<file path="src/sv/bvs_pkg.sv">
// Shared types and constants for the bit vector similarity engine.
// No dependencies; imported by every module of the block.
`default_nettype none

package bvs_pkg;

    localparam int MAX_VECTOR_BITS = 4096;
    localparam int WORD_BITS       = 64;
    localparam int WB_LOG          = $clog2(WORD_BITS);
    localparam int WORDS_MAX       = MAX_VECTOR_BITS / WORD_BITS;
    localparam int POS_W           = $clog2(WORDS_MAX + 1);
    localparam int FIELD_W         = 64;
    localparam int LANES           = 4;
    localparam int LANE_BITS       = WORD_BITS / LANES;
    localparam int LANE_CW         = $clog2(LANE_BITS + 1);
    localparam int VALID_W         = $clog2(WORD_BITS + 1);
    localparam int CNT_W           = 13;
    localparam int ONE_Q16         = 65536;
    localparam int Q_W             = 18;
    localparam int NUM_W           = 45;
    localparam int DEN_W           = 29;
    localparam int CFG_W           = 17;

    localparam logic [1:0] CFG_METRIC = 2'd0;
    localparam logic [1:0] CFG_ALPHA  = 2'd1;
    localparam logic [1:0] CFG_BETA   = 2'd2;
    localparam logic [1:0] CFG_LENGTH = 2'd3;

    typedef enum logic [3:0] {
        M_TANIMOTO = 4'd0,
        M_TVERSKY  = 4'd1,
        M_COSINE   = 4'd2,
        M_KULCZ    = 4'd3,
        M_DICE     = 4'd4,
        M_SOKAL    = 4'd5,
        M_MCCONN   = 4'd6,
        M_ASYM     = 4'd7,
        M_BRAUN    = 4'd8,
        M_RUSSEL   = 4'd9,
        M_ROGOT    = 4'd10,
        M_ONBIT    = 4'd11,
        M_ALLBIT   = 4'd12,
        M_ONPROJ   = 4'd13,
        M_OFFPROJ  = 4'd14
    } t_metric;

    typedef enum logic [2:0] {
        S_IDLE,
        S_MERGE,
        S_PROD,
        S_SETUP,
        S_RUN1,
        S_RUN2,
        S_FIN
    } t_state;

    typedef struct packed {
        logic [FIELD_W-1:0] word_a;
        logic [FIELD_W-1:0] word_b;
        logic               last_word;
    } t_in_word;

    typedef struct packed {
        logic signed [17:0] similarity;
        logic [16:0]        second_similarity;
        logic [12:0]        common_on;
        logic [12:0]        count_first;
        logic [12:0]        count_second;
        logic               is_subset;
        logic               undefined_flag;
    } t_out_word;

    typedef struct packed {
        logic [LANE_CW-1:0] cnt_a;
        logic [LANE_CW-1:0] cnt_b;
        logic [LANE_CW-1:0] cnt_ab;
    } t_lane_cnt;

    typedef struct packed {
        logic             start;
        logic [NUM_W-1:0] num;
        logic [DEN_W-1:0] den;
    } t_div_req;

    typedef struct packed {
        logic        start;
        logic [25:0] xx;
        logic [25:0] p;
    } t_cos_req;

endpackage

`default_nettype wire

</file>
<file path="src/sv/bvs_div.sv">
// Restoring divider: round(num * 2^16... prescaled) as floor((2s + d) / 2d), one bit a cycle.
// Depends on bvs_pkg.
`default_nettype none

module bvs_div
    import bvs_pkg::*;
(
    input  wire logic       i_clk,
    input  wire logic       i_rst_n,
    input  wire t_div_req   i_req,
    output logic            o_done,
    output logic [Q_W-1:0]  o_quot
);

    localparam int N_W = NUM_W + 1;
    localparam int D_W = DEN_W + 1;
    localparam int C_W = $clog2(Q_W + 1);

    logic [D_W-1:0] r_rem;
    logic [D_W-1:0] r_den;
    logic [Q_W-1:0] r_low;
    logic [Q_W-1:0] r_q;
    logic [C_W-1:0] r_cnt;
    logic           r_busy;
    logic           r_done;

    logic [N_W-1:0] dividend;
    logic [D_W:0]   trial;
    logic           ge;

    // 2s + d keeps the round-to-nearest in the integer quotient
    assign dividend = {i_req.num, 1'b0} + N_W'(i_req.den);
    assign trial    = {r_rem, r_low[Q_W-1]};
    assign ge       = trial >= {1'b0, r_den};

    always_ff @(posedge i_clk) begin
        if (!i_rst_n) begin
            r_busy <= 1'b0;
            r_done <= 1'b0;
            r_cnt  <= '0;
        end else begin
            r_done <= 1'b0;
            if (i_req.start) begin
                r_busy <= 1'b1;
                r_cnt  <= C_W'(Q_W);
            end else if (r_busy) begin
                r_cnt <= r_cnt - 1'b1;
                if (r_cnt == C_W'(1)) begin
                    r_busy <= 1'b0;
                    r_done <= 1'b1;
                end
            end
        end
    end

    always_ff @(posedge i_clk) begin
        if (i_req.start) begin
            r_rem <= D_W'(dividend[N_W-1:Q_W]);
            r_low <= dividend[Q_W-1:0];
            r_den <= {i_req.den, 1'b0};
            r_q   <= '0;
        end else if (r_busy) begin
            r_rem <= ge ? D_W'(trial - {1'b0, r_den}) : D_W'(trial);
            r_low <= {r_low[Q_W-2:0], 1'b0};
            r_q   <= {r_q[Q_W-2:0], ge};
        end
    end

    assign o_done = r_done;
    assign o_quot = r_q;

    a_no_restart: assert property (@(posedge i_clk) disable iff (!i_rst_n)
        i_req.start |-> !r_busy)
        else $error("divider restarted while busy");

endmodule

`default_nettype wire

</file>
<file path="config.mk">
export PLATFORM = sky130hd
export DESIGN_NAME = bvs_div
export DESIGN_NICKNAME = d
export VERILOG_FILES = /design/src/sv/bvs_pkg.sv /design/src/sv/bvs_div.sv
export SDC_FILE = /design/constraint.sdc
export NUM_CORES = 1
export LEC_CHECK = 0
export ABC_AREA = 0
export BUFFER_PORTS_ARGS = -buffer_cell sky130_fd_sc_hd__buf_2
export CELL_PAD_IN_SITES_DETAIL_PLACEMENT = 0
export CELL_PAD_IN_SITES_GLOBAL_PLACEMENT = 1
export CORE_MARGIN = 2
export CORE_UTILIZATION = 30
export DETAILED_ROUTE_END_ITERATION = 7
export MAX_ROUTING_LAYER = met4
export PLACE_DENSITY_LB_ADDON = 0.3
export SLEW_MARGIN = 20
export SYNTH_ARGS = -nofsm -noshare
export SYNTH_HDL_FRONTEND = slang
export SYNTH_SLANG_ARGS = --single-unit
</file>
<file path="constraint.sdc">
create_clock -name i_clk -period 3.85 [get_ports i_clk]
set_input_delay 0.1925 -clock i_clk [delete_from_list [all_inputs] [get_ports i_clk]]
set_output_delay 0.1925 -clock i_clk [all_outputs]
set_load 0.03 [all_outputs]
</file>
==> summary.txt <==
DRT iter0 DRCs -> 362
Post-route DRC -> 0
Leakage -> 3.63 nW
Clk Latency, worst-skew pair -> 0.35 ns
PwrDens -> 450 nW/µm²
final wirelength -> 21.8 mm
Final Critical Period -> 3.21 ns
final worst path period share -> 0.833
VDD IR max -> 0.231 mV
share of post-route cells with drive strength above 1 -> 0.166
Post-DP Area -> 8350 µm²
sequential share of the synthesized area -> 0.372
CP Launch Type -> flop
Hold-fix buffers, CTS -> 0
P&R area growth vs syn -> 15.1%
post-CTS setup buffers -> 0
Syn Area/Cell -> 9.43 µm²
Clock Pin Slew Worst Setup and Hold Paths -> 0.07 ns
Max-Cap Viols -> 0
Pins Over Slew Limit -> 0
status -> completed
Die X -> 162 µm
Main synth FF type -> edfxtp_1
clock skew -> 0.00731 ns
GRT Total Usage -> 0.172
Final Hold Fails -> 0
wire per inst -> 17.9 µm
post-route setup TNS -> 0 ns
register area -> 2790 µm²
row cnt -> 57
Congestion Overflow GR -> 0
commonest cells after routing, fill and taps aside -> 94 x buf_2, 76 x a21oi_1, 75 x edfxtp_1
first-pass GRT wire length -> 34.2 mm
FMAX -> 312 MHz
Num Clock Sinks -> 102
Core Footprint -> 24500 µm²
#FFs+latches synth -> 102
CTS buffer count -> 9
crit path max fanout -> 40
multi-input logic area -> 4400 µm²
post-synth top area share -> 0.300
YS warnings -> 0
PnR worst setup slack -> 0.642 ns
max-slew headroom at the worst pin -> 0.337
Initial Utilization -> 0.307
Vias per Instance -> 5.18
post-DP HPWL -> 17.0 mm
Max Root-Sink Buffers -> 2
num ports -> 96
worst r2r path cells -> 10
worst slack, placed -> 0.596 ns
Syn Nets -> 934
Setup CP Type -> reg2reg
hold wc startpoint -> i_req[7]
RR Endpoint -> r_rem[11]
Worst R2R Start -> r_rem[25]
fin area -> 8640 µm²
Resize count post-CTS -> 0
antenna-violating nets left -> 0
Port Buffer Count -> 95
CP arrival -> 3.30 ns
H-tree Lvls -> 3
hold depth -> 1
Syn Inst Count -> 796
total power draw -> 3.88 mW
HP Class -> in2reg
largest net degree at the start of global routing -> 59
1st-pass router iterations -> 5
ANT cells -> 0
fillcell total -> 2561
vias post-DR -> 6299
RSZ-0062 raised after global routing -> no
worst hold slack -> 0.0300 ns
commonest non-fill, non-tap cell in the layout -> buf_2
cell area after synthesis -> 7500 µm²
Worst Tran Pin Value -> 0.995 ns
die height -> 162 µm
ys async rst share -> 0
final setup fails -> 0
die footprint -> 26300 µm²
initial antenna violation count -> 0
WP data required -> 3.94 ns
final RePlAce weighted congestion -> 0.844
Yosys top cell by area -> edfxtp_1
R2R Setup Slk -> 0.64 ns
CP Capture Type -> flop
fin nets -> 1025
EDFF count, synth -> 75
Hold Path Sink -> r_den[8]
vias in the first global route -> 6177
post-synthesis cell type count -> 74
TritonCTS clock tree -> done
top cells by area, synth -> edfxtp_1 30%, ha_1 9.8%, dfxtp_1 7.2%, a21oi_1 5.1%, xnor2_1 4.7%
root buffer cell -> clkbuf_16
## where the power goes
group / internal [mW] / total [mW] / leakage, nW / switching (mW)
sequential: 1.35 / 1.43 / 0.963 / 0.0787
combinational: 0.638 / 1.53 / 2.53 / 0.891
clock: 0.482 / 0.923 / 0.140 / 0.441
## state kept, by name (all words and copies together) (netlist names)
| signal | count |
|---|---|
| r_cnt | 5 |
| r_busy | 1 |
| o_quot | 18 |
| r_den | 29 |
| r_low | 18 |
| o_done | 1 |
| r_rem | 30 |
## worst max-delay path by stage
stage / from / to / slack, ns / depth (start not counted)
final: r_rem[25] / r_rem[11] / 0.64 / 10
after detailed placement: i_req[19] / r_rem[22] / 0.60 / 10
after floorplan: r_rem[0] / r_rem[10] / 1.01 / 14
after global placement: i_req[19] / r_rem[24] / 0.67 / 10
after CTS: r_rem[25] / r_rem[11] / 0.64 / 10
after global routing: r_rem[0] / r_rem[11] / 0.31 / 13
## cells by family after synthesis
logic type | synth area share
mux | 0.0474
flops | 0.372
fa+ha+maj | 0.104
compound gates | 0.225
xor+xnor | 0.0677
buf+inv | 0.0425
simple gates | 0.142
## per-stage QoR
stage / util / instances
after floorplan: - / 796
after global placement: 0.342 / 1200
after detailed placement: 0.342 / 1200
after CTS: 0.353 / 1216
after global routing: 0.353 / 1216
final: 0.353 / 1216
## cells in the mapped netlist, drive strengths merged, types with 11 or more instances
| library cell | n |
|---|---|
| mux2i | 22 |
| clkbuf | 19 |
| a21boi | 17 |
| o21a | 14 |
| nor3 | 17 |
| nand4 | 13 |
| and3 | 13 |
| nor2 | 63 |
| xor2 | 18 |
| ha | 59 |
| a21o | 21 |
| a211oi | 20 |
| edfxtp | 75 |
| nand3 | 11 |
| dfxtp | 27 |
| a21oi | 76 |
| o21ai | 33 |
| nand2 | 67 |
| mux2 | 12 |
| inv | 45 |
| xnor2 | 40 |
## area by class of cell
type | count | share of cell area
clock buffer | 12 | 0.0298
inverter | 45 | 0.0196
timing repair buffer | 106 | 0.0678
sequential | 102 | 0.323
multi-input combinational | 623 | 0.509
clock inverter | 4 | 0.00319
tap | 324 | 0.0469
## per-layer routing
layer,GRT usage,vias to the layer above,share of wire,routed length [µm]
met3,0.0209,15,0.034,749
met1,0.236,2997,0.49,10600
met4,0.0386,0,0.011,250
met5,-,-,0,0
met2,0.273,128,0.47,10200
li1,-,3159,-,-
## worst max-delay path, cell delays in order (launching register included)
cell,delay (ns)
edfxtp_1,0.40
ha_1,0.37
a21o_2,0.24
a221o_1,0.36
a211oi_1,0.37
o221ai_1,0.25
nor2_4,0.34
buf_12,0.25
nor2_1,0.07
a211oi_1,0.22
a21oi_1,0.07
No activity file was read; power rests on OpenSTA's default activity.
