$ cat config.mk
export PLATFORM = sky130hd
export DESIGN_NAME = bvs_cos
export DESIGN_NICKNAME = d
export VERILOG_FILES = /design/src/sv/bvs_pkg.sv /design/src/sv/bvs_cos.sv
export SDC_FILE = /design/constraint.sdc
export NUM_CORES = 1
export LEC_CHECK = 0
export BUFFER_PORTS_ARGS = -buffer_cell sky130_fd_sc_hd__buf_2
export CAP_MARGIN = 20
export CORE_UTILIZATION = 50
export CTS_CLUSTER_DIAMETER = 50
export DETAILED_ROUTE_END_ITERATION = 12
export PLACE_DENSITY = 0.76
export SLEW_MARGIN = 20
export SYNTH_ARGS = -nofsm -noshare
export SYNTH_HDL_FRONTEND = slang
export SYNTH_SLANG_ARGS = --single-unit
$ cat constraint.sdc
create_clock -name i_clk -period 9 [get_ports i_clk]
set_input_delay 0 -clock i_clk [delete_from_list [all_inputs] [get_ports i_clk]]
set_output_delay 0 -clock i_clk [all_outputs]
set_load 0.1 [all_outputs]
$ cat src/sv/bvs_pkg.sv
// Shared types and constants for the bit vector similarity engine.
// No dependencies; imported by every module of the block.
`default_nettype none

package bvs_pkg;

    localparam int MAX_VECTOR_BITS = 4096;
    localparam int WORD_BITS       = 64;
    localparam int WB_LOG          = $clog2(WORD_BITS);
    localparam int WORDS_MAX       = MAX_VECTOR_BITS / WORD_BITS;
    localparam int POS_W           = $clog2(WORDS_MAX + 1);
    localparam int FIELD_W         = 64;
    localparam int LANES           = 4;
    localparam int LANE_BITS       = WORD_BITS / LANES;
    localparam int LANE_CW         = $clog2(LANE_BITS + 1);
    localparam int VALID_W         = $clog2(WORD_BITS + 1);
    localparam int CNT_W           = 13;
    localparam int ONE_Q16         = 65536;
    localparam int Q_W             = 18;
    localparam int NUM_W           = 45;
    localparam int DEN_W           = 29;
    localparam int CFG_W           = 17;

    localparam logic [1:0] CFG_METRIC = 2'd0;
    localparam logic [1:0] CFG_ALPHA  = 2'd1;
    localparam logic [1:0] CFG_BETA   = 2'd2;
    localparam logic [1:0] CFG_LENGTH = 2'd3;

    typedef enum logic [3:0] {
        M_TANIMOTO = 4'd0,
        M_TVERSKY  = 4'd1,
        M_COSINE   = 4'd2,
        M_KULCZ    = 4'd3,
        M_DICE     = 4'd4,
        M_SOKAL    = 4'd5,
        M_MCCONN   = 4'd6,
        M_ASYM     = 4'd7,
        M_BRAUN    = 4'd8,
        M_RUSSEL   = 4'd9,
        M_ROGOT    = 4'd10,
        M_ONBIT    = 4'd11,
        M_ALLBIT   = 4'd12,
        M_ONPROJ   = 4'd13,
        M_OFFPROJ  = 4'd14
    } t_metric;

    typedef enum logic [2:0] {
        S_IDLE,
        S_MERGE,
        S_PROD,
        S_SETUP,
        S_RUN1,
        S_RUN2,
        S_FIN
    } t_state;

    typedef struct packed {
        logic [FIELD_W-1:0] word_a;
        logic [FIELD_W-1:0] word_b;
        logic               last_word;
    } t_in_word;

    typedef struct packed {
        logic signed [17:0] similarity;
        logic [16:0]        second_similarity;
        logic [12:0]        common_on;
        logic [12:0]        count_first;
        logic [12:0]        count_second;
        logic               is_subset;
        logic               undefined_flag;
    } t_out_word;

    typedef struct packed {
        logic [LANE_CW-1:0] cnt_a;
        logic [LANE_CW-1:0] cnt_b;
        logic [LANE_CW-1:0] cnt_ab;
    } t_lane_cnt;

    typedef struct packed {
        logic             start;
        logic [NUM_W-1:0] num;
        logic [DEN_W-1:0] den;
    } t_div_req;

    typedef struct packed {
        logic        start;
        logic [25:0] xx;
        logic [25:0] p;
    } t_cos_req;

endpackage

`default_nettype wire

$ cat src/sv/bvs_cos.sv
// Cosine root search: largest m with (2m-1)^2 * p <= 4 * x^2 * 2^32, one bit a cycle.
// Depends on bvs_pkg; shift-and-add only, no multiplier.
`default_nettype none

module bvs_cos
    import bvs_pkg::*;
(
    input  wire logic     i_clk,
    input  wire logic     i_rst_n,
    input  wire t_cos_req i_req,
    output logic          o_done,
    output logic [16:0]   o_root
);

    // s: (2m-1)^2 p, kc: (2m-1) p << (i+2), pq: p << (2i+2)
    logic signed [63:0] r_s;
    logic signed [63:0] r_kc;
    logic signed [63:0] r_pq;
    logic signed [63:0] r_t;
    logic [16:0]        r_bit;
    logic [16:0]        r_m;
    logic               r_busy;
    logic               r_done;

    logic signed [63:0] cand;
    logic signed [63:0] kc_upd;
    logic               ok;

    assign cand   = r_s + r_kc + r_pq;
    assign ok     = cand <= r_t;
    assign kc_upd = ok ? r_kc + (r_pq <<< 1) : r_kc;

    always_ff @(posedge i_clk) begin
        if (!i_rst_n) begin
            r_busy <= 1'b0;
            r_done <= 1'b0;
        end else begin
            r_done <= 1'b0;
            if (i_req.start) begin
                r_busy <= 1'b1;
            end else if (r_busy && r_bit[0]) begin
                r_busy <= 1'b0;
                r_done <= 1'b1;
            end
        end
    end

    always_ff @(posedge i_clk) begin
        if (i_req.start) begin
            r_t   <= $signed(64'(i_req.xx) << 34);
            r_s   <= $signed(64'(i_req.p));
            r_kc  <= -$signed(64'(i_req.p) << 18);
            r_pq  <= $signed(64'(i_req.p) << 34);
            r_bit <= 17'h10000;
            r_m   <= '0;
        end else if (r_busy) begin
            if (ok) begin
                r_s <= cand;
                r_m <= r_m | r_bit;
            end
            r_kc  <= kc_upd >>> 1;
            r_pq  <= r_pq >>> 2;
            r_bit <= r_bit >> 1;
        end
    end

    assign o_done = r_done;
    assign o_root = r_m;

    a_bit_onehot: assert property (@(posedge i_clk) disable iff (!i_rst_n)
        r_busy |-> $onehot(r_bit))
        else $error("root search bit pointer lost");

endmodule

`default_nettype wire

==> results of run 1 <==
Yosys cell counts, types with 24 or more instances:
library cell	n	area (um2)
a211oi_1	24	180
a21o_1	64	480
a21oi_1	191	956
a31oi_1	44	275
clkbuf_1	62	233
dfxtp_1	108	2160
edfxtp_1	142	4260
fa_1	62	1240
ha_1	152	1900
inv_1	76	285
mux2i_1	91	911
nand2_1	238	893
nand3_1	50	250
nand4_1	29	181
nor2_1	181	679
nor3_1	39	195
o21ai_0	96	480
o21ai_1	63	315
o21bai_1	27	203
xnor2_1	80	701
xor2_1	58	508
registers in the layout (all words and copies together) (netlist names):
name and flops:
o_done 1, o_root 17, r_bit 17, r_busy 1, r_kc 64, r_pq 60, r_s 64, r_t 26
layout make-up:
| class | instances | share of cell area |
|---|---|---|
| antenna | 1 | 0.000115 |
| clock buffer | 44 | 0.0463 |
| clock inverter | 25 | 0.0119 |
| inverter | 77 | 0.0133 |
| multi-input combinational | 1706 | 0.557 |
| sequential | 250 | 0.296 |
| tap | 511 | 0.0295 |
| timing repair buffer | 135 | 0.0455 |
power groups by stage:
stage	Clock (mW)	Sequential, mW	Combinational [mW]
after detailed placement	0	1.90	6.03
after floorplan	0	1.82	4.55
after CTS	1.52	1.88	6.10
final	1.50	1.89	6.22
after global routing	1.57	1.92	6.79
after global placement	0	1.89	5.97
path summary, 6_finish.rpt:
kind / startpoint / end / slack, ns / cells past startpoint
hold / removal: i_req[52] / r_s[52] / 0.07 / 2
hold reg to reg: o_root[2] / o_root[2] / 0.47 / 2
setup reg to reg: r_kc[15] / r_kc[55] / 0.93 / 24
setup / recovery: r_kc[15] / r_kc[55] / 0.93 / 24
metal layers:
layer / vias to the layer above / GRT usage
met5: - / 0
met4: 2 / 0.127
met3: 141 / 0.0589
met2: 770 / 0.478
met1: 8190 / 0.415
li1: 7949 / -
metrics by stage:
stage / setup slack (ns) / area (um2) / utilization
floorplan: 2.42 / 19200 / -
global placement: 1.40 / 19900 / 0.527
detailed placement: 1.11 / 19900 / 0.527
CTS: 1.07 / 21700 / 0.575
global route: 0.567 / 21700 / 0.575
finish: 0.927 / 21700 / 0.575
kinds of logic (layout without fill, tap and decap cells):
family | Yosys count | after routing | synth area share
other cells | 0 | 1 | 0
compound gates | 620 | 620 | 0.201
buf+inv | 172 | 281 | 0.0360
xor+xnor | 138 | 138 | 0.0630
simple gates | 641 | 641 | 0.152
flops | 250 | 250 | 0.335
fa+ha+maj | 214 | 214 | 0.164
mux | 93 | 93 | 0.0486
==> qor.yml, run 1 <==
power:
  clkPwrFrac: 0.156
  power.total_mw: 9.61
  swShare: 0.503
  switchingPower_mw: 4.84
  power_frac_seq: 0.196
  leakagePower_nw: 9.24
  power.density_nw_per_um2: 443
  internal-power_mw: 4.77
  share_comb_of_total_power: 0.648
  peakVddDrop_mv: 0.402
global_routing:
  grt_pass1_vias: 16500
  antenna_found_initial: 2
  overflow: 0
  groute.usage.overall: 0.306
  grt_pass1_wl_um: 92300
  grt_max_degree: 113
drt:
  wirelength_met1_um: 25500
  ant_nets: 0
  viasPerCell: 6.20
  wl_met2_um: 26100
  dr_total_vias: 17100
  drcViolationCount: 0
  drtPass1Iterations: 6
  wl_um: 59100
  first_iter_violations: 1528
  wl_met3_um: 5120
  wl_per_cell_um: 21.5
  top_layer: "met5"
layout:
  seq_area_um2: 6430
  final_cell_mix: "237 x nand2_1, 191 x a21oi_1, 181 x nor2_1"
  areaGrowthSynthToFinish_pct: 13.1
  fin_nets: 2477
  stdcell_count: 2749
  multi_input_area_um2: 12100
  drive_gt1_frac: 0.0742
  fill_cells: 3309
  final_common_cell: "nand2_1"
timing:
  setup_viol: 0
  worstMarginPinSlew_ns: 0.975
  finalHoldViolations: 0
  whs_ns: 0.0670
  finalCritPeriodShare: 0.897
  fin_crit_ns: 8.07
  relSlewSlack: 0.346
  rsz0062_at_grt: "no"
  clock.fmax_mhz: 124
  final.setup.tns_ns: 0
  fin_skew_ns: 0.0233
  slew_violations: 0
placement:
  dpl.hpwl_um: 43500
  dpl.cell_count: 2626
  place.gp.congestion: 1.04
  io_buffer_count: 72
critical_path:
  slowest_stage: "o41a_4"
  worstPathArrival_ns: 8.38
  worstSetupStartpointType: "register"
  path_common_cell: "a21oi_1"
  crit_type: "register to register"
  critPathMaxFanout: 62
  path_cells: "fa_1 > ha_1 > a21oi_1 > o21ai_1 > a22oi_1 > nand4_1 > o211ai_1 > a21oi_1 > a21oi_1 > o21ai_0 > a31oi_1 > xnor2_1 > ha_1 > nand4_1 > nor3_1 > nand3_1 > and4b_1 > nand4b_1 > nand4b_1 > nor4_1 > a31oi_1 > o41a_4 > and3_1 > a311o_1"
  path_buf_inv: 0
  worst_setup_path_end_kind: "register"
  required_ns: 9.30
  max_stage_delay_ns: 0.90
  critPathTopFamily: "compound AO/OA/AOI/OAI gates"
outcome:
  outcome: "complete, no violations"
floorplan:
  die_y_um: 198
  core_area_um2: 37800
  die_x_um: 198
  rows: 71
  fp.dieArea_um2: 39200
  start_util: 0.508
  ios: 73
cts:
  cts_tree: "yes"
  clockRootBuffer: "clkbuf_16"
  hold_buffers: 53
  cts_resized: 0
  clock_latency_ns: 0.56
  htreeDepth: 2
  cts.path.max_buffers: 3
  clk_pin_slew_ns: 0.06
  cts_setup_buffers: 0
  numClockSinks: 250
  cts_buffers: 38
synth:
  synth.avg_cell_area_um2: 9.02
  synth_cells: 2128
  ys_warn_count: 0
  yosysSeqAreaShare: 0.335
  yosys_most_used_dff: "edfxtp_1"
  synth-edff-count: 142
  syn_nets: 2397
  synth_area_um2: 19200
  ys_async_sr_fraction: 0
  ys_types: 81
  synth_seq_cells: 250
min_path:
  hp-class: "primary input to register"
job:
  cap_violations: 0
Note: power is estimated with default switching activity, not from simulation.
==> run 2: changes to the inputs <==
--- a/config.mk
+++ b/config.mk
@@ -10,8 +10,7 @@
 export CORE_UTILIZATION = 50
 export CTS_CLUSTER_DIAMETER = 50
 export DETAILED_ROUTE_END_ITERATION = 12
-export PLACE_DENSITY = 0.76
-export SLEW_MARGIN = 20
+export PLACE_DENSITY_LB_ADDON = 0.3
 export SYNTH_ARGS = -nofsm -noshare
 export SYNTH_HDL_FRONTEND = slang
 export SYNTH_SLANG_ARGS = --single-unit
==> constraint.sdc (replaced) <==
create_clock -name i_clk -period 10.3 [get_ports i_clk]
set_input_delay 0 -clock i_clk [delete_from_list [all_inputs] [get_ports i_clk]]
set_output_delay 0 -clock i_clk [all_outputs]
set_load 0.1 [all_outputs]
==> run 2 against run 1 <==
Maximum frequency is 9.3% lower. Sequential share of layout area down 0.24 points. Combinational power fell by 11%. Worst hold slack got worse by 0.015 ns. First-iteration DRC count is 20% higher. Design area increased by 0.80%. Largest power group unchanged.
==> qor.yml, run 2 (synthesis gave the netlist of run 1 again) <==
outcome:
  outcome: "complete, no violations"
timing:
  finalHoldViolations: 0  # unchanged
  relSlewSlack: 0.206  # -0.140
  clock.fmax_mhz: 112  # -9.3%
  worstMarginPinSlew_ns: 1.19  # +0.217 ns
  finalCritPeriodShare: 0.864  # -0.0327
  fin_skew_ns: 0.0279  # +0.00464 ns
  rsz0062_at_grt: "no"
  setup_viol: 0  # unchanged
  slew_violations: 0  # unchanged
  final.setup.tns_ns: 0  # unchanged
  fin_ws_ns: 1.40  # +0.471 ns
  fin_crit_ns: 8.90  # +0.829 ns
floorplan:
  ios: 73  # unchanged
  die_x_um: 198  # unchanged
  rows: 71  # unchanged
  core_area_um2: 37800  # unchanged
  start_util: 0.508  # unchanged
  die_y_um: 198  # unchanged
  fp.dieArea_um2: 39200  # unchanged
cts:
  numClockSinks: 250  # unchanged
  htreeDepth: 2  # unchanged
  cts_resized: 0  # unchanged
  clk_pin_slew_ns: 0.06  # about the same
  clock_latency_ns: 0.58  # +0.02 ns
  cts_tree: "yes"
  cts_buffers: 39  # +2.6%
  clockRootBuffer: "clkbuf_16"
  cts.path.max_buffers: 3  # unchanged
placement:
  place.gp.congestion: 0.998  # -4.3%
  io_buffer_count: 72  # unchanged
  dpl.hpwl_um: 45000  # +3.5%
  place_ws_ns: 1.60  # +0.498 ns
job:
  cap_violations: 0  # unchanged
layout:
  areaGrowthSynthToFinish_pct: 14.0
  multi_input_area_um2: 12100  # unchanged
  seq_area_um2: 6430  # unchanged
  top_regs: "r_kc x64, r_s x64, r_pq x60"
  fill_cells: 3357  # +1.5%
  drive_gt1_frac: 0.0776  # +0.00340
  final_common_cell: "nand2_1"
  fin_nets: 2481  # +0.16%
  final_cell_mix: "237 x nand2_1, 191 x a21oi_1, 181 x nor2_1"
power:
  power.density_nw_per_um2: 395  # -11%
  peakVddDrop_mv: 0.278  # -31%
  leakagePower_nw: 9.33  # +0.96%
  power.total_mw: 8.64  # -10%
drt:
  dr_total_vias: 17200  # +0.60%
  viasPerCell: 6.23  # +0.42%
  drcViolationCount: 0  # unchanged
  wl_per_cell_um: 22.3  # +3.6%
  first_iter_violations: 1835  # +20%
  wl_um: 61300  # +3.8%
  drtPass1Iterations: 5  # -1
  ant_nets: 0  # unchanged
global_routing:
  grt_max_degree: 91  # -19%
  overflow: 0  # unchanged
  groute.usage.overall: 0.315  # +0.00861
  grt_pass1_vias: 16600  # +0.95%
  grt_pass1_wl_um: 94000  # +1.8%
  antenna_found_initial: 0  # -2
min_path:
  min_delay_worst_endpoint: "r_pq[34]"
  worstHoldPathCells: 3  # +1
  hold_path_startpoint: "i_req[0]"
  hp-class: "primary input to register"
critical_path:
  worstPathArrival_ns: 9.18  # +0.80 ns
  worstSetupStartpointType: "register"
  r2r_cells: 26  # +8.3%
  required_ns: 10.58  # +1.28 ns
  critPathMaxFanout: 64  # +3.2%
  worst_setup_path_end_kind: "register"
  slowest_stage: "buf_4"
  r2r_end: "r_kc[27]"
  max_stage_delay_ns: 0.86  # -0.04 ns
  r2r_slack_ns: 1.40  # +0.47 ns
  r2r_start: "r_kc[4]"
  crit_type: "register to register"
[run 2: report_power, final]
group,switching [mW],leakage [nW],internal [mW]
clock,0.543,0.705,0.928
sequential,0.250,2.31,1.39
combinational,3.54,6.31,1.99
[run 2: stage by stage]
step           hold WS, ns   util  std cells  cell area (um2)
3_3_place_gp         0.176  0.528       2629            19900
5_1_grt             0.0269  0.579       2753            21900
4_1_cts             0.0284  0.579       2753            21900
3_5_place_dp         0.178  0.528       2629            19900
2_1_floorplan       0.0989      -       2128            19200
6_report            0.0516  0.579       2754            21900
[run 2: worst max path at each step]
stage / start / to / slack (ns) / depth (start not counted)
global placement: r_kc[4] / r_kc[51] / 1.90 / 26
finish: r_kc[4] / r_kc[27] / 1.40 / 26
global route: r_kc[4] / r_kc[24] / 1.0 / 26
detailed placement: r_kc[4] / r_kc[27] / 1.60 / 26
floorplan: r_kc[1] / r_s[0] / 3.72 / 26
CTS: r_kc[4] / r_kc[27] / 1.54 / 26
[run 2: per-layer routing]
layer,global-route usage,share of wire
met1,0.420,0.42
met2,0.515,0.46
met3,0.0531,0.079
met4,0.109,0.034
met5,0,0
[run 2: repair_timing]
action	in CTS	in global routing
hold endpoints to repair	113	0
setup buffers	0	0
hold buffers	53	0
setup endpoints to repair	0	0
[run 2: layout make-up]
type                            instances  share of cell area
Multi-Input combinational cell       1706               0.553
Sequential cell                       250               0.294
Clock buffer                           45              0.0484
Timing Repair Buffer                  138              0.0456
Tap cell                              511              0.0292
Clock inverter                         26              0.0168
Inverter                               77              0.0132
Antenna cell                            1            0.000114
[run 2: critical path, delay by kind of cell, from the launching register on]
family                   cells  cell delay [ns]
flip-flops                   1             0.43
adder cells (fa/ha/maj)      3             1.19
AND/OR/NAND/NOR              8             1.83
AO/OA/AOI/OAI               10             3.15
XOR/XNOR                     1             0.12
multiplexers                 2             0.40
buffers and inverters        2             1.43
