## src/sv/bvs_pkg.sv

```systemverilog
// Shared types and constants for the bit vector similarity engine.
// No dependencies; imported by every module of the block.
`default_nettype none

package bvs_pkg;

    localparam int MAX_VECTOR_BITS = 4096;
    localparam int WORD_BITS       = 64;
    localparam int WB_LOG          = $clog2(WORD_BITS);
    localparam int WORDS_MAX       = MAX_VECTOR_BITS / WORD_BITS;
    localparam int POS_W           = $clog2(WORDS_MAX + 1);
    localparam int FIELD_W         = 64;
    localparam int LANES           = 4;
    localparam int LANE_BITS       = WORD_BITS / LANES;
    localparam int LANE_CW         = $clog2(LANE_BITS + 1);
    localparam int VALID_W         = $clog2(WORD_BITS + 1);
    localparam int CNT_W           = 13;
    localparam int ONE_Q16         = 65536;
    localparam int Q_W             = 18;
    localparam int NUM_W           = 45;
    localparam int DEN_W           = 29;
    localparam int CFG_W           = 17;

    localparam logic [1:0] CFG_METRIC = 2'd0;
    localparam logic [1:0] CFG_ALPHA  = 2'd1;
    localparam logic [1:0] CFG_BETA   = 2'd2;
    localparam logic [1:0] CFG_LENGTH = 2'd3;

    typedef enum logic [3:0] {
        M_TANIMOTO = 4'd0,
        M_TVERSKY  = 4'd1,
        M_COSINE   = 4'd2,
        M_KULCZ    = 4'd3,
        M_DICE     = 4'd4,
        M_SOKAL    = 4'd5,
        M_MCCONN   = 4'd6,
        M_ASYM     = 4'd7,
        M_BRAUN    = 4'd8,
        M_RUSSEL   = 4'd9,
        M_ROGOT    = 4'd10,
        M_ONBIT    = 4'd11,
        M_ALLBIT   = 4'd12,
        M_ONPROJ   = 4'd13,
        M_OFFPROJ  = 4'd14
    } t_metric;

    typedef enum logic [2:0] {
        S_IDLE,
        S_MERGE,
        S_PROD,
        S_SETUP,
        S_RUN1,
        S_RUN2,
        S_FIN
    } t_state;

    typedef struct packed {
        logic [FIELD_W-1:0] word_a;
        logic [FIELD_W-1:0] word_b;
        logic               last_word;
    } t_in_word;

    typedef struct packed {
        logic signed [17:0] similarity;
        logic [16:0]        second_similarity;
        logic [12:0]        common_on;
        logic [12:0]        count_first;
        logic [12:0]        count_second;
        logic               is_subset;
        logic               undefined_flag;
    } t_out_word;

    typedef struct packed {
        logic [LANE_CW-1:0] cnt_a;
        logic [LANE_CW-1:0] cnt_b;
        logic [LANE_CW-1:0] cnt_ab;
    } t_lane_cnt;

    typedef struct packed {
        logic             start;
        logic [NUM_W-1:0] num;
        logic [DEN_W-1:0] den;
    } t_div_req;

    typedef struct packed {
        logic        start;
        logic [25:0] xx;
        logic [25:0] p;
    } t_cos_req;

endpackage

`default_nettype wire

```

## src/sv/bvs_lane.sv

```systemverilog
// One popcount lane: masked on-bit counts of a slice of both words and their AND.
// Depends on bvs_pkg.
`default_nettype none

module bvs_lane
    import bvs_pkg::*;
(
    input  wire logic                 i_clk,
    input  wire logic                 i_load,
    input  wire logic [LANE_BITS-1:0] i_a,
    input  wire logic [LANE_BITS-1:0] i_b,
    input  wire logic [LANE_BITS-1:0] i_mask,
    output t_lane_cnt                 o_cnt
);

    t_lane_cnt r_cnt;
    t_lane_cnt n_cnt;

    always_comb begin
        logic [LANE_BITS-1:0] a;
        logic [LANE_BITS-1:0] b;
        a = i_a & i_mask;
        b = i_b & i_mask;
        n_cnt = '0;
        for (int j = 0; j < LANE_BITS; j++) begin
            n_cnt.cnt_a  = n_cnt.cnt_a + LANE_CW'(a[j]);
            n_cnt.cnt_b  = n_cnt.cnt_b + LANE_CW'(b[j]);
            n_cnt.cnt_ab = n_cnt.cnt_ab + LANE_CW'(a[j] & b[j]);
        end
    end

    always_ff @(posedge i_clk) begin
        if (i_load) begin
            r_cnt <= n_cnt;
        end
    end

    assign o_cnt = r_cnt;

endmodule

`default_nettype wire

```

## config.mk

```make
export PLATFORM = sky130hd
export DESIGN_NAME = bvs_lane
export DESIGN_NICKNAME = d
export VERILOG_FILES = /design/src/sv/bvs_pkg.sv /design/src/sv/bvs_lane.sv
export SDC_FILE = /design/constraint.sdc
export NUM_CORES = 1
export LEC_CHECK = 0
export ABC_AREA = 1
export BUFFER_PORTS_ARGS = -buffer_cell sky130_fd_sc_hd__clkbuf_2
export CELL_PAD_IN_SITES_DETAIL_PLACEMENT = 1
export CELL_PAD_IN_SITES_GLOBAL_PLACEMENT = 1
export CORE_AREA = 2 2 70 72
export DETAILED_ROUTE_END_ITERATION = 10
export DIE_AREA = 0 0 72 74
export PLACE_DENSITY = 0.83
export SETUP_SLACK_MARGIN = 0.2
export SLEW_MARGIN = 20
export SYNTH_ARGS = -nofsm -noshare
export SYNTH_HDL_FRONTEND = slang
export SYNTH_SLANG_ARGS = --single-unit
export TNS_END_PERCENT = 50
```

## constraint.sdc

```tcl
create_clock -name i_clk -period 5.6 [get_ports i_clk]
set_clock_uncertainty 0.15 [all_clocks]
set_input_delay 0.56 -clock i_clk [delete_from_list [all_inputs] [get_ports i_clk]]
set_output_delay 0.56 -clock i_clk [all_outputs]
set_load 0.02 [all_outputs]
```

==> results.yml, run 1 <==
run_status:
  outcome: "complete, no violations"
logic_synthesis:
  yosys_warnings: 0
  syn_avg_cell_area_um2: 9.068
  synth_cells: 198
  synth_cell_types: 10
  synth-seq-cells: 15
  synth_area_um2: 1795
  synth.yosys.seq_area_share: 0.2509
  synthesis.nets: 293
cts:
  root_buffer: "clkbuf_8"
  cts_tree: "built"
  cts_hold_buf: 0
  clk_path_buf_depth: 2
  cts_resized: 0
  numCtsBuffers: 3
  cts_setup_buffers: 0
  h-tree-depth: 1
  numClockSinks: 15
  clkTransAtPathRegs_ps: 70
cells_and_area:
  syn_to_final_growth_pct: 24.18
  register_area_um2: 450.4
  final_common_cell: "clkbuf_2"
  multi_input_area_um2: 1109
  fin_nets: 362
  diodes: 0
  layout_common_cells: "clkbuf_2, inv_1, nand2_1"
  fill_cells: 564
  largest_register_ffs: 15
  layout-drive-gt1-share: 0.2556
drt:
  firstDrtPassIters: 4
  final_antenna_net_count: 0
  wl_per_cell_um: 13.03
  vias_per_cell: 4.603
  vias: 1473
  drt_wl_total_um: 4171
  drt_iter0_markers: 35
  drc: 0
timing:
  setup_viol: 0
  slew_viol_final: 0
  final.setup.tns_ps: 0
  max_freq_ghz: 0.2480
  layout_min_cycle_time_ps: 4033
  min_period_over_period: 0.7201
  slew_headroom: 0.7148
  worst_pin_slew_ps: 427.8
  finalHoldViolations: 0
  rsz0062_at_grt: "false"
pwr:
  irDropWorstVdd_v: 0.00009449
  total_power_mw: 0.6024
  powerDensity_nw_per_um2: 270.2
  leakage_nw: 1.305
critical_path:
  crit_start: "i_mask[12]"
  arrival_ps: 3880
  criticalPathCategory: "in -> reg"
  cp.required_ps: 5450
  crit_fanout: 2
  startpoint_type: "primary input"
  crit_end: "o_cnt[2]"
  crit_path_end_kind: "register"
floorplan:
  design.die.area_um2: 5328
  die_h_um: 74
  fp.dieW_um: 72
  core_um2: 4598
  ios: 65
  start_util: 0.3905
  rows: 25
global_routing:
  grt_pass1_vias: 1599
  grt_overflow_total: 0
  track_usage: 0.1737
  grt_pass1_wl_um: 6982
  grt_max_degree: 16
  antenna_found_initial: 0
placement:
  io_buffer_count: 64
  gp_congestion: 0.7922
  dp.final_hpwl_um: 3938
worst_hold_path:
  hold_path.class: "in -> reg"
  hp-start: "i_a[2]"
run:
  maxCapViolCount: 0
-- logic make-up after synthesis --
kind of cell | Yosys count | synth area share
fa+ha+maj | 45 | 0.4390
xor+xnor | 3 | 0.01464
flops | 15 | 0.2509
compound gates | 3 | 0.01045
simple gates | 69 | 0.1533
buf+inv | 63 | 0.1317
-- synthesized netlist by cell type, drive strengths merged --
library cell | n | area share
fa | 30 | 0.33
o22ai | 3 | 0.010
edfxtp | 15 | 0.25
ha | 15 | 0.10
nand3 | 7 | 0.020
nand4 | 3 | 0.010
xnor2 | 3 | 0.015
nor2 | 11 | 0.023
inv | 63 | 0.13
nand2 | 48 | 0.10
-- power by group --
group / total [mW] / internal, mW / switching, mW
clock network: 0.0925 / 0.0493 / 0.0431
logic: 0.328 / 0.134 / 0.194
registers: 0.182 / 0.174 / 0.00770
-- worst min path at each step --
stage / end / cells after the start
6_report: o_cnt[10] / 4
5_1_grt: o_cnt[10] / 4
4_1_cts: o_cnt[10] / 4
3_5_place_dp: o_cnt[10] / 4
3_3_place_gp: o_cnt[5] / 4
2_1_floorplan: o_cnt[0] / 0
-- per-stage QoR --
step | hold slack, ps | setup slack [ps] | instance area (µm²) | utilization | instances
floorplan | 522.5 | 1603 | 1795 | - | 198
global placement | 822.8 | 1407 | 2183 | 0.4748 | 316
detailed placement | 841.0 | 1289 | 2183 | 0.4748 | 316
CTS | 584.5 | 1549 | 2230 | 0.4849 | 320
global route | 593.2 | 1451 | 2230 | 0.4849 | 320
finish | 582.9 | 1567 | 2230 | 0.4849 | 320
-- worst max-delay path, stage by stage --
cell and delay [ps]:
clkbuf_2 90, nand2_1 100, nor2_1 170, fa_1 480
fa_1 540, inv_1 60, fa_1 500, inv_1 60
fa_1 530, ha_1 170, inv_1 50, fa_1 410
xnor2_1 150
-- per-layer routing --
layer | up-vias | global-route usage | share of wire
met3 | 4 | 0.01626 | 0.049
met5 | - | 0 | 0
li1 | 717 | - | -
met1 | 705 | 0.2138 | 0.42
met4 | 0 | 0.04193 | 0.0089
met2 | 47 | 0.3302 | 0.53
-- layout make-up --
| class | count | area share |
|---|---|---|
| clock inverters | 1 | 0.002245 |
| multi-input cells | 120 | 0.4972 |
| inverters | 63 | 0.1061 |
| well taps | 54 | 0.03030 |
| flip-flops and latches | 15 | 0.2020 |
| clock buffers | 3 | 0.01852 |
| repair buffers | 64 | 0.1437 |
Note: power is estimated with default switching activity, not from simulation.
==> run 2: changes to the inputs <==
--- a/config.mk
+++ b/config.mk
@@ -9,10 +9,10 @@
 export BUFFER_PORTS_ARGS = -buffer_cell sky130_fd_sc_hd__clkbuf_2
 export CELL_PAD_IN_SITES_DETAIL_PLACEMENT = 1
 export CELL_PAD_IN_SITES_GLOBAL_PLACEMENT = 1
-export CORE_AREA = 2 2 70 72
+export CORE_AREA = 2 2 73 75
 export DETAILED_ROUTE_END_ITERATION = 10
-export DIE_AREA = 0 0 72 74
-export PLACE_DENSITY = 0.83
+export DIE_AREA = 0 0 75 77
+export PLACE_DENSITY = 0.77
 export SETUP_SLACK_MARGIN = 0.2
 export SLEW_MARGIN = 20
 export SYNTH_ARGS = -nofsm -noshare
==> constraint.sdc (replaced) <==
create_clock -name i_clk -period 3.9 [get_ports i_clk]
set_clock_uncertainty 0.15 [all_clocks]
set_input_delay 0.39 -clock i_clk [delete_from_list [all_inputs] [get_ports i_clk]]
set_output_delay 0.39 -clock i_clk [all_outputs]
set_load 0.02 [all_outputs]
==> run 2 against run 1 <==
Die area up 8.4%; hold slack worse by 150 ps; flip-flop and latch count unchanged; power up 56%; critical path depth unchanged; sequential share of layout area down 2.6 points; global-route usage up 0.20 points; via count up 6.4%; non-clock buffer count up 13; largest cell class unchanged; highest routed layer unchanged.
==> results.yml, run 2 (synthesis gave the netlist of run 1 again) <==
timing:
  setup_viol: 0
  slew_headroom: 0.7181
  min_period_over_period: 0.9415
  rsz0062_at_grt: "true"
  final.setup.tns_ps: 0
  worst_pin_slew_ps: 422.8
  layout_min_cycle_time_ps: 3672
  slew_viol_final: 0
  finalHoldViolations: 0
  max_freq_ghz: 0.2723
pwr:
  irDropWorstVdd_v: 0.0001356
  leakage_nw: 1.416
  powerDensity_nw_per_um2: 367.8
  total_power_mw: 0.9392
critical_path:
  crit_path_end_kind: "register"
  crit_end: "o_cnt[1]"
  arrival_ps: 3540
  crit_fanout: 2
  crit_start: "i_mask[2]"
  cp.required_ps: 3770
  startpoint_type: "primary input"
  criticalPathCategory: "in -> reg"
global_routing:
  grt_pass1_vias: 1678
  grt_max_degree: 16
  grt_pass1_wl_um: 7465
  track_usage: 0.1757
  grt_overflow_total: 0
  antenna_found_initial: 0
cts:
  cts_hold_buf: 0
  clkTransAtPathRegs_ps: 70
  numCtsBuffers: 3
  clk_path_buf_depth: 2
  h-tree-depth: 1
  numClockSinks: 15
  root_buffer: "clkbuf_8"
  cts_tree: "built"
cells_and_area:
  fill_cells: 609
  layout-drive-gt1-share: 0.4624
  fin_nets: 375
  layout_common_cells: "clkbuf_2, inv_1, nand2_1"
  final_common_cell: "clkbuf_2"
  layout.cells.non_filler: 349
  final_cell_area_um2: 2554
  largest_register_ffs: 15
  syn_to_final_growth_pct: 42.23
  diodes: 0
run_status:
  outcome: "complete, no violations"
floorplan:
  start_util: 0.3607
  fp.dieW_um: 75
  ios: 65
  die_h_um: 77
  core_um2: 4977
  rows: 26
  design.die.area_um2: 5775
drt:
  wl_per_cell_um: 14.15
  vias_per_cell: 4.493
  drc: 0
  final_antenna_net_count: 0
  firstDrtPassIters: 4
  drt_iter0_markers: 56
  drt_wl_total_um: 4940
  vias: 1568
placement:
  gp_congestion: 0.7973
  dp.cells: 340
  dp.final_hpwl_um: 4237
  placed_area_um2: 2286
  io_buffer_count: 64
run:
  maxCapViolCount: 0
worst_hold_path:
  hold_path.class: "in -> reg"
  min_path_cells: 4
run 2: cell count changes in the layout (fill, tap and decap cells not counted), moves of 10 or more:
cell,change
buf_4,+14
clkbuf_2,-10
inv_1,-16
inv_2,+16
nand2_1,-19
nand2_2,+11
run 2: worst max-delay path: stages:
cell and delay [ps]:
clkbuf_2 90, nand2_1 110, nor2_2 80, fa_1 500, inv_2 40, fa_1 500
fa_1 530, inv_2 50, fa_1 490, ha_2 190, inv_2 40, fa_2 500
inv_1 30
run 2: how the worst min path moves through the flow:
stage | from | end | slack [ps]
after CTS | i_b[2] | o_cnt[5] | 410
final | i_a[2] | o_cnt[10] | 430
after global placement | i_a[2] | o_cnt[10] | 670
after floorplan | i_load | o_cnt[0] | 350
after detailed placement | i_b[2] | o_cnt[5] | 660
after global routing | i_a[2] | o_cnt[10] | 470
run 2: what timing repair did:
item | CTS | global route
endpoints found under the setup margin | 4 | 12
setup buffers | 1 | 4
pin swaps | 5 | 30
gates resized for setup | 4 | 66
run 2: where the power goes:
part,leakage [nW],total (mW),switching [mW],internal (mW)
combinational,1.25,0.546,0.311,0.235
clock,0.0255,0.132,0.0612,0.0709
sequential,0.145,0.261,0.0112,0.250
total,1.42,0.939,0.384,0.555
run 2: layout make-up:
class / instances / area (µm²) / share of cell area
Clock buffer: 3 / 41.29 / 0.01617
Multi-Input combinational cell: 120 / 1249 / 0.4890
Sequential cell: 15 / 450.4 / 0.1764
Timing Repair Buffer: 77 / 484.2 / 0.1896
Tap cell: 70 / 87.58 / 0.03430
Inverter: 63 / 236.5 / 0.09260
Clock inverter: 1 / 5.005 / 0.001960
run 2: stage by stage:
stage / util / setup WS [ps] / hold WS [ps]
after floorplan: - / 180.0 / 352.5
after global placement: 0.4593 / -35.01 / 672.3
after detailed placement: 0.4593 / -103.3 / 663.6
after CTS: 0.4739 / 161.6 / 413.7
after global routing: 0.5131 / 138.9 / 469.0
final: 0.5131 / 228.2 / 429.1
run 2: layer usage:
metal,GRT usage,share of wire,vias to the layer above
met5,0,0,-
met4,0.04821,0.023,0
met3,0.01577,0.043,10
met2,0.3368,0.57,51
met1,0.1983,0.36,765
li1,-,-,742
==> run 3: changes to the inputs <==
--- a/config.mk
+++ b/config.mk
@@ -5,14 +5,14 @@
 export SDC_FILE = /design/constraint.sdc
 export NUM_CORES = 1
 export LEC_CHECK = 0
-export ABC_AREA = 1
 export BUFFER_PORTS_ARGS = -buffer_cell sky130_fd_sc_hd__clkbuf_2
 export CELL_PAD_IN_SITES_DETAIL_PLACEMENT = 1
 export CELL_PAD_IN_SITES_GLOBAL_PLACEMENT = 1
-export CORE_AREA = 2 2 73 75
+export CORE_AREA = 2 2 71 73
+export CTS_BUF_LIST = sky130_fd_sc_hd__clkbuf_8
 export DETAILED_ROUTE_END_ITERATION = 10
-export DIE_AREA = 0 0 75 77
-export PLACE_DENSITY = 0.77
+export DIE_AREA = 0 0 73 75
+export PLACE_DENSITY = 0.78
 export SETUP_SLACK_MARGIN = 0.2
 export SLEW_MARGIN = 20
 export SYNTH_ARGS = -nofsm -noshare
==> run 3 against run 2 <==
First-iteration DRC count down 73%; die area is 5.2% lower; cell area fell by 8.0%; synthesized cell count decreased by 18%; clock power is essentially flat; critical path type unchanged; largest cell class unchanged; largest power group unchanged.
==> results.yml, run 3 <==
run_status:
  outcome: "complete, no violations"
global_routing:
  grt_pass1_wl_um: 7065
  track_usage: 0.1731
  grt_pass1_vias: 1594
  grt_max_degree: 16
  antenna_found_initial: 0
  grt_overflow_total: 0
logic_synthesis:
  synth_top_area_cell: "fa_1"
  synthTopCellsByArea: "fa_1, edfxtp_1, ha_1"
  synth_edf_count: 15
  synth.yosys.seq_area_share: 0.2528
  synth_area_um2: 1782
  synth-seq-cells: 15
  yosysMostFrequentCell: "inv_1"
  synth.top_cell.area_share: 0.3371
  async_reset_ff_frac: 0
  yosys_warnings: 0
  synthesis.nets: 258
  synth_top_flop_cell: "edfxtp_1"
  synth_cell_types: 13
  synth_cells: 163
  syn_avg_cell_area_um2: 10.93
  yosys-top-cells-count: "inv_1, fa_1, and2_1, edfxtp_1, ha_1"
cts:
  numClockSinks: 15
  clk_path_buf_depth: 2
  numCtsBuffers: 3
  clkTransAtPathRegs_ps: 70
  root_buffer: "clkbuf_8"
  h-tree-depth: 1
  cts_tree: "built"
cells_and_area:
  fin_nets: 337
  diodes: 0
  layout_common_cells: "clkbuf_2, inv_1, fa_1"
  syn_to_final_growth_pct: 31.88
  fill_cells: 542
  multi_input_area_um2: 1232
  largest_register_ffs: 15
  layout-drive-gt1-share: 0.4191
  utilization: 0.5042
  final_common_cell: "clkbuf_2"
  final_cell_area_um2: 2350
  register_area_um2: 450.4
  layout.cells.non_filler: 295
timing:
  worst_pin_slew_ps: 419.1
  slew_viol_final: 0
  setup_viol: 0
  slew_headroom: 0.7206
  min_period_over_period: 0.9488
  finalHoldViolations: 0
  max_freq_ghz: 0.2703
  rsz0062_at_grt: "true"
  layout_min_cycle_time_ps: 3700
placement:
  io_buffer_count: 64
  placed_area_um2: 2232
  dp.final_hpwl_um: 3866
  gp_congestion: 0.8151
  dp.cells: 288
worst_hold_path:
  min_path_cells: 3
  hold_path.class: "in -> reg"
  hp-start: "i_a[2]"
  hold_end: "o_cnt[10]"
drt:
  drc: 0
  vias_per_cell: 4.668
  drt_iter0_markers: 15
  vias: 1377
  wl_per_cell_um: 14.58
  firstDrtPassIters: 4
  final_antenna_net_count: 0
  drt_wl_total_um: 4300
floorplan:
  die_h_um: 75
  core_um2: 4661
  rows: 25
  ios: 65
  start_util: 0.3823
  fp.dieW_um: 73
  design.die.area_um2: 5475
critical_path:
  criticalPathCategory: "in -> reg"
  startpoint_type: "primary input"
  cp.required_ps: 3770
  arrival_ps: 3570
  crit_fanout: 2
  crit_path_end_kind: "register"
pwr:
  irDropWorstVdd_v: 0.0001537
  p_clk_frac: 0.135
  power.internal_mw: 0.5934
  netSwitchingFraction: 0.3960
  combPwrFrac: 0.594
  p_switching_mw: 0.3891
  p_seq_frac: 0.272
  total_power_mw: 0.9825
  leakage_nw: 1.253
  powerDensity_nw_per_um2: 418.1
run:
  maxCapViolCount: 0
## run 3: cell count changes after synthesis, moves of 4 or more
cell,previous run,this run
and3_1,0,11
nand2_1,48,14
nand3_1,7,3
inv_1,63,37
and2_1,0,20
nor2_1,11,0
## run 3: worst max path at each step
stage               from   endpoint  cells past startpoint
5_1_grt        i_mask[0]  o_cnt[13]                     12
3_3_place_gp     i_b[12]   o_cnt[1]                     12
3_5_place_dp     i_a[15]  o_cnt[12]                     12
2_1_floorplan     i_b[0]   o_cnt[7]                     11
4_1_cts          i_b[12]   o_cnt[1]                     12
6_report          i_b[9]   o_cnt[6]                     12
## run 3: kinds of logic (layout without fill, tap and decap cells)
group,Yosys count,in the layout,share of synthesized area
buf+inv,37,115,0.07795
fa+ha+maj,45,45,0.4424
xor+xnor,6,6,0.02949
flops,15,15,0.2528
simple gates,51,51,0.1573
compound gates,9,9,0.04003
## run 3: cell type report
class / count / share of cell area
multi-input combinational: 111 / 0.5245
sequential: 15 / 0.1917
timing repair buffer: 74 / 0.1763
inverter: 37 / 0.05911
tap: 54 / 0.02875
clock buffer: 3 / 0.01757
clock inverter: 1 / 0.002130
## run 3: worst max-delay path, stage by stage
cell and delay (ps):
clkbuf_2 90, and2_4 150, fa_1 550, inv_1 60, fa_1 510, fa_1 570
fa_1 410, inv_1 70, ha_2 170, inv_1 50, fa_2 510, inv_1 30
## run 3: what timing repair did
item,4_1_cts,5_1_grt
pin swaps,0,11
endpoints found under the hold margin,0,0
setup endpoints to repair,5,12
gates resized for setup,2,17
hold buffers,0,0
buffers inserted,0,3
## run 3: stage by stage
stage	hold slack, ps	worst slack (ps)	setup TNS (ps)
after floorplan	352.5	161.5	0
after global placement	682.2	-36.27	-41.36
after detailed placement	662.9	-127.2	-645.5
after CTS	415.0	165.9	0
after global routing	480.9	49.68	0
final	449.0	199.8	0
## run 3: per-layer routing
| metal | GRT usage | part of all wire |
|---|---|---|
| met5 | 0 | 0 |
| met1 | 0.2007 | 0.39 |
| met4 | 0.04321 | 0.010 |
| met3 | 0.03213 | 0.061 |
| met2 | 0.3283 | 0.54 |
## run 3: power groups by stage
stage	registers (mW)	logic [mW]	clock network [mW]
2_1_floorplan	0.339	0.306	0
3_3_place_gp	0.270	0.527	0
3_5_place_dp	0.271	0.566	0
4_1_cts	0.267	0.572	0.135
5_1_grt	0.273	0.671	0.140
6_report	0.267	0.583	0.132
